--- config.mk ---
export PLATFORM = sky130hd
export DESIGN_NAME = xorshift64_star_generator
export DESIGN_NICKNAME = d
export VERILOG_FILES = /design/src/sv/xs64s_pkg.sv /design/src/sv/xorshift64_star_generator.sv /design/src/sv/xs64s_front.sv /design/src/sv/xs64s_queue.sv /design/src/sv/xs64s_back.sv
export VERILOG_INCLUDE_DIRS = /design/src /design/src/sv
export SDC_FILE = /design/constraint.sdc
export NUM_CORES = 2
export LEC_CHECK = 0
export ABC_AREA = 1
export ABC_CLOCK_PERIOD_IN_PS = 8450
export CORE_MARGIN = 4
export CORE_UTILIZATION = 50
export CTS_CLUSTER_DIAMETER = 30
export CTS_CLUSTER_SIZE = 16
export DETAILED_ROUTE_END_ITERATION = 7
export DONT_BUFFER_PORTS = 1
export PLACE_DENSITY = 0.75
export SLEW_MARGIN = 30
export SYNTH_ARGS = -nofsm -noshare
export SYNTH_HDL_FRONTEND = slang
export SYNTH_SLANG_ARGS = --single-unit
--- constraint.sdc ---
create_clock -name clk -period 8.45 [get_ports clk]
set_clock_uncertainty 0.2 [all_clocks]
set_input_delay 1.2675 -clock clk [delete_from_list [all_inputs] [get_ports clk]]
set_output_delay 1.2675 -clock clk [all_outputs]
set_load 0.02 [all_outputs]
--- src/sv/xorshift64_star_generator_macros.svh ---
// Assertion macros for the xorshift64* generator.
// Included by the modules that carry concurrent assertions; no other dependencies.
`ifndef XORSHIFT64_STAR_GENERATOR_MACROS_SVH
`define XORSHIFT64_STAR_GENERATOR_MACROS_SVH

`ifndef SYNTH
`define XS64S_ASSERT_IMPL(label, clock, resetn, ante, cons) \
    label: assert property (@(posedge clock) disable iff (!resetn) (ante) |-> (cons)) \
        else $error("assertion failed: same-cycle implication");
`define XS64S_ASSERT_NEXT(label, clock, resetn, ante, cons) \
    label: assert property (@(posedge clock) disable iff (!resetn) (ante) |=> (cons)) \
        else $error("assertion failed: next-cycle implication");
`else
`define XS64S_ASSERT_IMPL(label, clock, resetn, ante, cons)
`define XS64S_ASSERT_NEXT(label, clock, resetn, ante, cons)
`endif

`endif

--- src/sv/xs64s_pkg.sv ---
// Shared types, constants and functions of the xorshift64* generator.
// No dependencies; imported by every module of the block.
package xs64s_pkg;

    localparam logic [63:0] XS_MULT        = 64'd2685821657736338717;
    localparam logic [31:0] XS_SEED_RESET  = 32'd1;
    localparam int          XS_QUEUE_DEPTH = 4;
    localparam logic [2:0]  XS_HASH_LAST   = 3'd6;
    localparam int          XS_DIV_STEPS   = 32;

    typedef enum logic [2:0] {
        XS_ACT_RESTART = 3'd0,
        XS_ACT_RAW     = 3'd1,
        XS_ACT_INT     = 3'd2,
        XS_ACT_FRAC    = 3'd3,
        XS_ACT_RANGE   = 3'd4
    } xs_action_t;

    typedef enum logic {
        XS_F_RUN,
        XS_F_HASH
    } xs_front_state_t;

    typedef enum logic [2:0] {
        XS_B_IDLE,
        XS_B_MUL,
        XS_B_PREP,
        XS_B_DIV,
        XS_B_FIX,
        XS_B_WRITE
    } xs_back_state_t;

    typedef struct packed {
        logic               draw;
        logic               ranged;
        logic [63:0]        state;
        logic signed [31:0] lo;
        logic signed [31:0] hi;
    } xs_entry_t;

    function automatic logic [63:0] xs_hash_step(input logic [63:0] k, input logic [2:0] step);
        logic [63:0] r;
        case (step)
            3'd0:    r = (~k) + (k << 21);
            3'd1:    r = k ^ (k >> 24);
            3'd2:    r = k + (k << 3) + (k << 8);
            3'd3:    r = k ^ (k >> 14);
            3'd4:    r = k + (k << 2) + (k << 4);
            3'd5:    r = k ^ (k >> 28);
            default: r = k + (k << 31);
        endcase
        return r;
    endfunction

    function automatic logic [63:0] xs_wang_hash(input logic [63:0] k);
        logic [63:0] r;
        r = k;
        for (int i = 0; i <= int'(XS_HASH_LAST); i++)
        begin
            r = xs_hash_step(r, 3'(i));
        end
        return r;
    endfunction

    function automatic logic [63:0] xs_advance(input logic [63:0] s);
        logic [63:0] r;
        r = s ^ (s >> 12);
        r = r ^ (r << 25);
        r = r ^ (r >> 27);
        return r;
    endfunction

    localparam logic [63:0] XS_STATE_RESET = xs_wang_hash({32'd0, XS_SEED_RESET});

endpackage

--- src/sv/xorshift64_star_generator.sv ---
// xorshift64* generator with a Wang-hashed 32-bit seed: a front end that takes
// items and advances the state, a back end that multiplies and reduces, and the
// queue between them; takes xs64s_pkg and the three sub-modules. The front end
// takes one item per cycle while the queue has room; a restart holds the input
// while the seed hash runs one step a cycle. The back end takes one queued item
// at a time: a draw goes through queue pop, three passes of the one 32x32
// multiplier, range setup and output load; a ranged draw with a valid range adds
// the 32 steps of the radix-2 remainder unit and a fixup step; a restart or an
// unused action code goes from queue pop to output load. The output register lets
// the back end start the next item while a result waits for m_tready. The seed
// register resets to 1 and only a restart loads it into the state.
module xorshift64_star_generator
    import xs64s_pkg::*;
#(
    parameter int QUEUE_DEPTH = XS_QUEUE_DEPTH
)
(
    input  logic         clk,
    input  logic         rst_n,
    input  logic         cfg_valid,
    output logic         cfg_ready,
    input  logic [31:0]  cfg_data,    // seed
    input  logic         s_tvalid,
    output logic         s_tready,
    input  logic [63:0]  s_tdata,     // range_low[31:0], range_high[63:32]
    input  logic [2:0]   s_tuser,     // action[2:0]
    output logic         m_tvalid,
    input  logic         m_tready,
    output logic [151:0] m_tdata,     // raw_value[63:0], int_value[95:64], fraction[147:96]
    output logic         m_tuser      // status
);

    logic      push;
    xs_entry_t push_data;
    logic      full;
    logic      pop;
    xs_entry_t pop_data;
    logic      empty;

    xs64s_front u_front (
        .clk       (clk),
        .rst_n     (rst_n),
        .cfg_valid (cfg_valid),
        .cfg_ready (cfg_ready),
        .cfg_data  (cfg_data),
        .s_tvalid  (s_tvalid),
        .s_tready  (s_tready),
        .s_tdata   (s_tdata),
        .s_tuser   (s_tuser),
        .push      (push),
        .push_data (push_data),
        .full      (full)
    );

    xs64s_queue #(
        .DEPTH (QUEUE_DEPTH)
    ) u_queue (
        .clk       (clk),
        .rst_n     (rst_n),
        .push      (push),
        .push_data (push_data),
        .full      (full),
        .pop       (pop),
        .pop_data  (pop_data),
        .empty     (empty)
    );

    xs64s_back u_back (
        .clk      (clk),
        .rst_n    (rst_n),
        .empty    (empty),
        .pop_data (pop_data),
        .pop      (pop),
        .m_tvalid (m_tvalid),
        .m_tready (m_tready),
        .m_tdata  (m_tdata),
        .m_tuser  (m_tuser)
    );

endmodule

--- src/sv/xs64s_front.sv ---
// Front end: seed register, input transfers, generator state and seed hashing.
// Depends on xs64s_pkg; feeds xs64s_queue.
module xs64s_front
    import xs64s_pkg::*;
(
    input  logic        clk,
    input  logic        rst_n,
    input  logic        cfg_valid,
    output logic        cfg_ready,
    input  logic [31:0] cfg_data,
    input  logic        s_tvalid,
    output logic        s_tready,
    input  logic [63:0] s_tdata,   // range_low[31:0], range_high[63:32]
    input  logic [2:0]  s_tuser,   // action[2:0]
    output logic        push,
    output xs_entry_t   push_data,
    input  logic        full
);

    xs_front_state_t state_reg, state_next;
    logic [31:0]     seed_reg;
    logic [63:0]     gen_reg, gen_next;
    logic [2:0]      step_reg, step_next;
    logic            accept;
    xs_action_t      action;
    logic [63:0]     gen_adv;

    assign cfg_ready = 1'b1;
    assign action    = xs_action_t'(s_tuser);
    assign accept    = s_tvalid && s_tready;
    assign gen_adv   = xs_advance(gen_reg);

    always_comb
    begin
        state_next = state_reg;
        case (state_reg)
            XS_F_RUN:
            begin
                if (accept && action == XS_ACT_RESTART)
                begin
                    state_next = XS_F_HASH;
                end
            end
            XS_F_HASH:
            begin
                if (step_reg == XS_HASH_LAST)
                begin
                    state_next = XS_F_RUN;
                end
            end
            default: state_next = XS_F_RUN;
        endcase
    end

    always_comb
    begin
        s_tready         = (state_reg == XS_F_RUN) && !full;
        push             = 1'b0;
        push_data.draw   = 1'b0;
        push_data.ranged = 1'b0;
        push_data.state  = gen_adv;
        push_data.lo     = s_tdata[31:0];
        push_data.hi     = s_tdata[63:32];
        gen_next         = gen_reg;
        step_next        = step_reg;
        case (state_reg)
            XS_F_RUN:
            begin
                if (accept)
                begin
                    push = 1'b1;
                    case (action)
                        XS_ACT_RESTART:
                        begin
                            gen_next  = {32'd0, seed_reg};
                            step_next = 3'd0;
                        end
                        XS_ACT_RAW, XS_ACT_INT, XS_ACT_FRAC:
                        begin
                            push_data.draw = 1'b1;
                            gen_next       = gen_adv;
                        end
                        XS_ACT_RANGE:
                        begin
                            push_data.draw   = 1'b1;
                            push_data.ranged = 1'b1;
                            gen_next         = gen_adv;
                        end
                        default: ;
                    endcase
                end
            end
            XS_F_HASH:
            begin
                gen_next  = xs_hash_step(gen_reg, step_reg);
                step_next = (step_reg == XS_HASH_LAST) ? 3'd0 : step_reg + 3'd1;
            end
            default: ;
        endcase
    end

    always_ff @(posedge clk or negedge rst_n)
    begin
        if (!rst_n)
        begin
            state_reg <= XS_F_RUN;
            seed_reg  <= XS_SEED_RESET;
            gen_reg   <= XS_STATE_RESET;
            step_reg  <= 3'd0;
        end
        else
        begin
            state_reg <= state_next;
            gen_reg   <= gen_next;
            step_reg  <= step_next;
            if (cfg_valid && cfg_ready)
            begin
                seed_reg <= cfg_data;
            end
        end
    end

endmodule

--- src/sv/xs64s_queue.sv ---
// Short queue of classified items between front end and back end.
// Depends on xs64s_pkg and the assertion macro header.
`include "xorshift64_star_generator_macros.svh"
module xs64s_queue
    import xs64s_pkg::*;
#(
    parameter int DEPTH = XS_QUEUE_DEPTH
)
(
    input  logic      clk,
    input  logic      rst_n,
    input  logic      push,
    input  xs_entry_t push_data,
    output logic      full,
    input  logic      pop,
    output xs_entry_t pop_data,
    output logic      empty
);

    localparam int PTR_W = (DEPTH > 1) ? $clog2(DEPTH) : 1;
    localparam int CNT_W = $clog2(DEPTH + 1);

    xs_entry_t        mem_reg [DEPTH];
    logic [PTR_W-1:0] wr_ptr_reg, wr_ptr_next;
    logic [PTR_W-1:0] rd_ptr_reg, rd_ptr_next;
    logic [CNT_W-1:0] count_reg, count_next;

    assign full     = (count_reg == CNT_W'(DEPTH));
    assign empty    = (count_reg == '0);
    assign pop_data = mem_reg[rd_ptr_reg];

    always_comb
    begin
        wr_ptr_next = wr_ptr_reg;
        rd_ptr_next = rd_ptr_reg;
        count_next  = count_reg;
        if (push)
        begin
            wr_ptr_next = (wr_ptr_reg == PTR_W'(DEPTH - 1)) ? '0 : wr_ptr_reg + PTR_W'(1);
        end
        if (pop)
        begin
            rd_ptr_next = (rd_ptr_reg == PTR_W'(DEPTH - 1)) ? '0 : rd_ptr_reg + PTR_W'(1);
        end
        case ({push, pop})
            2'b10:   count_next = count_reg + CNT_W'(1);
            2'b01:   count_next = count_reg - CNT_W'(1);
            default: count_next = count_reg;
        endcase
    end

    always_ff @(posedge clk)
    begin
        if (push)
        begin
            mem_reg[wr_ptr_reg] <= push_data;
        end
    end

    always_ff @(posedge clk or negedge rst_n)
    begin
        if (!rst_n)
        begin
            wr_ptr_reg <= '0;
            rd_ptr_reg <= '0;
            count_reg  <= '0;
        end
        else
        begin
            wr_ptr_reg <= wr_ptr_next;
            rd_ptr_reg <= rd_ptr_next;
            count_reg  <= count_next;
        end
    end

    `XS64S_ASSERT_IMPL(a_no_push_full, clk, rst_n, push, !full)
    `XS64S_ASSERT_IMPL(a_no_pop_empty, clk, rst_n, pop, !empty)
    `XS64S_ASSERT_NEXT(a_push_fills, clk, rst_n, push && !pop, count_reg != '0)

endmodule

--- src/sv/xs64s_back.sv ---
// Back end: scrambling multiply, ranged remainder and the output register.
// Depends on xs64s_pkg and the assertion macro header; drains xs64s_queue.
`include "xorshift64_star_generator_macros.svh"
module xs64s_back
    import xs64s_pkg::*;
(
    input  logic         clk,
    input  logic         rst_n,
    input  logic         empty,
    input  xs_entry_t    pop_data,
    output logic         pop,
    output logic         m_tvalid,
    input  logic         m_tready,
    output logic [151:0] m_tdata,   // raw_value[63:0], int_value[95:64], fraction[147:96]
    output logic         m_tuser    // status
);

    localparam int DCNT_W = $clog2(XS_DIV_STEPS);

    xs_back_state_t    state_reg, state_next;
    xs_entry_t         ent_reg, ent_next;
    logic [1:0]        mstep_reg, mstep_next;
    logic [63:0]       acc_reg, acc_next;
    logic [31:0]       int_reg, int_next;
    logic              status_reg, status_next;
    logic [32:0]       div_reg, div_next;
    logic [33:0]       rem_reg, rem_next;
    logic [31:0]       quo_reg, quo_next;
    logic              neg_reg, neg_next;
    logic [DCNT_W-1:0] dcnt_reg, dcnt_next;
    logic [63:0]       out_raw_reg;
    logic [31:0]       out_int_reg;
    logic              out_status_reg;
    logic              m_tvalid_reg, m_tvalid_next;

    logic [31:0] mul_a, mul_b;
    logic [63:0] product;
    logic [33:0] span;
    logic        span_ok;
    logic [31:0] mag;
    logic [33:0] div_ext;
    logic [33:0] trial;
    logic [31:0] rem32;
    logic        out_free;

    assign out_free = !m_tvalid_reg || m_tready;
    assign span     = {{2{ent_reg.hi[31]}}, ent_reg.hi} - {{2{ent_reg.lo[31]}}, ent_reg.lo}
                      + 34'd1;
    assign span_ok  = !span[33] && (span != 34'd0);
    assign mag      = acc_reg[31] ? (~acc_reg[31:0] + 32'd1) : acc_reg[31:0];
    assign div_ext  = {1'b0, div_reg};
    assign trial    = {rem_reg[32:0], quo_reg[31]};
    assign rem32    = rem_reg[31:0];

    always_comb
    begin
        case (mstep_reg)
            2'd0:    begin mul_a = ent_reg.state[31:0];  mul_b = XS_MULT[31:0];  end
            2'd1:    begin mul_a = ent_reg.state[63:32]; mul_b = XS_MULT[31:0];  end
            default: begin mul_a = ent_reg.state[31:0];  mul_b = XS_MULT[63:32]; end
        endcase
        product = mul_a * mul_b;
    end

    always_comb
    begin
        state_next = state_reg;
        case (state_reg)
            XS_B_IDLE:
            begin
                if (!empty)
                begin
                    state_next = pop_data.draw ? XS_B_MUL : XS_B_WRITE;
                end
            end
            XS_B_MUL:
            begin
                if (mstep_reg == 2'd2)
                begin
                    state_next = XS_B_PREP;
                end
            end
            XS_B_PREP:  state_next = (ent_reg.ranged && span_ok) ? XS_B_DIV : XS_B_WRITE;
            XS_B_DIV:
            begin
                if (dcnt_reg == DCNT_W'(XS_DIV_STEPS - 1))
                begin
                    state_next = XS_B_FIX;
                end
            end
            XS_B_FIX:   state_next = XS_B_WRITE;
            XS_B_WRITE:
            begin
                if (out_free)
                begin
                    state_next = XS_B_IDLE;
                end
            end
            default:    state_next = XS_B_IDLE;
        endcase
    end

    always_comb
    begin
        pop           = 1'b0;
        ent_next      = ent_reg;
        mstep_next    = mstep_reg;
        acc_next      = acc_reg;
        int_next      = int_reg;
        status_next   = status_reg;
        div_next      = div_reg;
        rem_next      = rem_reg;
        quo_next      = quo_reg;
        neg_next      = neg_reg;
        dcnt_next     = dcnt_reg;
        m_tvalid_next = m_tvalid_reg && !m_tready;
        case (state_reg)
            XS_B_IDLE:
            begin
                pop         = !empty;
                ent_next    = pop_data;
                mstep_next  = 2'd0;
                acc_next    = 64'd0;
                int_next    = 32'd0;
                status_next = 1'b0;
            end
            XS_B_MUL:
            begin
                mstep_next = mstep_reg + 2'd1;
                if (mstep_reg == 2'd0)
                begin
                    acc_next = product;
                end
                else
                begin
                    acc_next = {acc_reg[63:32] + product[31:0], acc_reg[31:0]};
                end
            end
            XS_B_PREP:
            begin
                int_next = acc_reg[31:0];
                if (ent_reg.ranged)
                begin
                    if (span_ok)
                    begin
                        div_next  = span[32:0];
                        rem_next  = 34'd0;
                        quo_next  = mag;
                        neg_next  = acc_reg[31];
                        dcnt_next = '0;
                    end
                    else
                    begin
                        int_next    = 32'd0;
                        status_next = 1'b1;
                    end
                end
            end
            XS_B_DIV:
            begin
                rem_next  = (trial >= div_ext) ? trial - div_ext : trial;
                quo_next  = {quo_reg[30:0], 1'b0};
                dcnt_next = dcnt_reg + DCNT_W'(1);
            end
            XS_B_FIX:
            begin
                int_next = (neg_reg ? (~rem32 + 32'd1) : rem32) + ent_reg.lo;
            end
            XS_B_WRITE:
            begin
                if (out_free)
                begin
                    m_tvalid_next = 1'b1;
                end
            end
            default: ;
        endcase
    end

    always_ff @(posedge clk)
    begin
        ent_reg    <= ent_next;
        mstep_reg  <= mstep_next;
        acc_reg    <= acc_next;
        int_reg    <= int_next;
        status_reg <= status_next;
        div_reg    <= div_next;
        rem_reg    <= rem_next;
        quo_reg    <= quo_next;
        neg_reg    <= neg_next;
        dcnt_reg   <= dcnt_next;
        if (state_reg == XS_B_WRITE && out_free)
        begin
            out_raw_reg    <= acc_reg;
            out_int_reg    <= int_reg;
            out_status_reg <= status_reg;
        end
    end

    always_ff @(posedge clk or negedge rst_n)
    begin
        if (!rst_n)
        begin
            state_reg    <= XS_B_IDLE;
            m_tvalid_reg <= 1'b0;
        end
        else
        begin
            state_reg    <= state_next;
            m_tvalid_reg <= m_tvalid_next;
        end
    end

    assign m_tvalid = m_tvalid_reg;
    assign m_tdata  = {4'd0, out_raw_reg[63:12], out_int_reg, out_raw_reg};
    assign m_tuser  = out_status_reg;

    `XS64S_ASSERT_IMPL(a_rem_below_div, clk, rst_n, state_reg == XS_B_DIV, rem_reg < div_ext)
    `XS64S_ASSERT_IMPL(a_err_int_zero, clk, rst_n, m_tvalid_reg && out_status_reg,
        out_int_reg == 32'd0)
    `XS64S_ASSERT_NEXT(a_out_hold, clk, rst_n, m_tvalid_reg && !m_tready, m_tvalid_reg)

endmodule

==> results.cfg <==
[sta]
relSlewSlack_pct = 21.13
fin_crit_sh_pct = 101.3
hold_viol = 0
tightest_slew_ns = 1.168
maxSlewViolCount = 0
hold_ws_ns = 0.06403
setup_viol = 6
setup_ws_ns = -0.1109
fmax_mhz = 116.8
rsz0062_at_grt = true
layout_min_cycle_time_ns = 8.561

[critical_path]
crit_path_frequent_cell = fa_1
crit_required_ns = 8.79
crit_fanout = 9
cp.arrival_ns = 8.90
crit_family = adder cells
start_kind = flip-flop
slowest_stage = fa_1
crit_type = flip-flop to flip-flop
crit_buf_inv = 11
cpPeakStageDelay_ns = 0.55
end_kind = flip-flop

[synthesis]
avgSynthCellArea_um2 = 8.952
netlist_area_mm2 = 0.09184
synth.top_cell.area_share_pct = 31.03
synth_cells = 10260
synth_cell_types = 71
synthTopCellsByArea = edfxtp_1 (31%), fa_1 (16%), ha_1 (10%)
synthTopCellsByCount = inv_1 (1713), nand2_1 (1364), nor2_1 (1031), edfxtp_1 (949), o21ai_0 (855)
yosys_register_bits = 1060
synth-edff-count = 949
yosysMostFrequentCell = inv_1
synth-main-ff-cell = edfxtp_1
netlist.top_cell.by_area = edfxtp_1
yosysWarnings = 0
synthArstFlopShare_pct = 10.47
ys_seq_area_share_pct = 34.11

[cts]
root_buffer = clkbuf_16
cts.reportedPaths.clkPinSlew_ns = 0.05
h-tree-depth = 4
cts_max_path_buffers = 3
clock-sinks = 1060
clock_latency_ns = 0.87
cts_tree = built
numCtsBuffers = 196

[die]
fp.dieArea_mm2 = 0.1906
io_pins = 260
num_rows = 157
core_mm2 = 0.1829
start_util_pct = 50.22
chipWidth_um = 436.6
die_h_um = 436.6

[outcome]
outcome = finished, violations left
violations = DRC, setup timing

[drt]
viasPerCell = 5.877
finalWirelength_um = 347600
routedWlPerCell_um = 25.72
post-route-drc-count = 29
drtIter0Drc = 8181
dr.pass1.iters = 8
vias = 79450
ant_nets = 0

[grt]
grt_pass1_wl_um = 506200
track_usage_pct = 35.75
grt_use_met2_pct = 56.54
use_met3_pct = 6.933
overflow = 0
busiest_layer = met2
antenna_found_initial = 12
grtUsageMet1_pct = 45.14
grt_pass1_vias = 79470
grt_max_degree = 138

[finish]
n_fill_cell = 15460
area_growth_pct = 17.37
nNetsFinal = 12440
final_core_util_pct = 58.94
layout-drive-gt1-share_pct = 14.52
instances_no_fill = 13520
largest_register_ffs = 520

[placement]
gp_congestion = 1.052
dp.cells = 13080
portBuffers = 0
detailed_place_hpwl_um = 270800

[min_path]
hp-class = input port to asynchronous set/reset pin

[flow_run]
cap_violations = 0
[repair_timing]
item	in CTS	in global routing
endpoints found under the setup margin	32	32
gates cloned	1	0
gates resized for setup	155	291
hold buffers	1	0
endpoints found under the hold margin	73	0
buffers inserted	22	34
pin swaps	29	71
[worst paths after layout]
| kind | start | to | slack (ns) | depth (start not counted) |
|---|---|---|---|---|
| worst min register to register | u_back.int_reg[26]$_DFFE_PP_ | u_back.out_int_reg[26]$_DFFE_PP_ | 0.21 | 0 |
| min in group clk | u_back.int_reg[26]$_DFFE_PP_ | u_back.out_int_reg[26]$_DFFE_PP_ | 0.21 | 0 |
| worst max-delay path | u_back.mstep_reg[0]$_SDFFCE_PN0P_ | u_back.acc_reg[60]$_SDFFCE_PN0P_ | -0.11 | 36 |
| max in group asynchronous | rst_n | u_front.gen_reg[22]$_DFFE_PN0P_ | 7.39 | 1 |
| worst min-delay path | rst_n | u_front.gen_reg[11]$_DFFE_PN1P_ | 0.06 | 0 |
| worst max register to register | u_back.mstep_reg[0]$_SDFFCE_PN0P_ | u_back.acc_reg[60]$_SDFFCE_PN0P_ | -0.11 | 36 |
[metrics by stage]
stage	cell area (um2)	TNS [ns]	setup slack, ns
finish	107800	-0.4169	-0.1109
global route	107800	-4.316	-0.4388
global placement	98560	-8.570	-0.5775
CTS	106300	-0.2365	-0.07778
detailed placement	98610	-11.33	-0.6873
floorplan	92100	-0.1078	-0.1078
[final cells by class]
type	count	area (um2)	share of cell area, %
flip-flops and latches	1060	31330	29.07
clock buffers	217	5034	4.670
inverters	1730	6515	6.044
multi-input cells	7208	54640	50.69
repair buffers	675	5313	4.929
well taps	2464	3083	2.860
clock inverters	153	1849	1.716
diodes	10	25.02	0.02322
[cells by family after synthesis]
kind of cell	share of synthesized area, %
buf+inv	8.661
xor+xnor	3.119
fa+ha+maj	25.87
other cells	0.008178
simple gates	14.20
flops	34.11
mux	0.2452
compound gates	13.79
[metal layers]
metal	wire, um	up-vias
met4	26900	2
met3	32570	1069
li1	-	35570
met1	130700	38610
met5	12	-
met2	157400	4193
[cells in the final DEF (no fill, tap or decap), drive strengths merged, types with 10 or more instances in the layout]
| cell type | instances |
|---|---|
| nor2 | 1051 |
| or2 | 89 |
| o2111ai | 22 |
| xor2 | 173 |
| o21bai | 36 |
| inv | 1746 |
| ha | 742 |
| o22ai | 138 |
| o21a | 45 |
| a21o | 37 |
| nand2 | 1386 |
| a31oi | 123 |
| nand3 | 338 |
| o21ai | 862 |
| mux2 | 20 |
| buf | 674 |
| o311ai | 11 |
| fa | 723 |
| nand3b | 16 |
| a221oi | 25 |
| clkbuf | 217 |
| dfstp | 38 |
| xnor2 | 154 |
| diode | 10 |
| dfrtp | 73 |
| nor4 | 34 |
| nand4 | 81 |
| o221ai | 29 |
| bufinv | 20 |
| clkinv | 90 |
| o211ai | 73 |
| a21boi | 20 |
| conb | 62 |
| a21oi | 779 |
| nor3 | 70 |
| clkinvlp | 27 |
| a22oi | 17 |
| edfxtp | 949 |
Power is left out: the tool's default activity adds up to more than one toggle a clock period on the data nets, which glitch-free logic cannot reach.
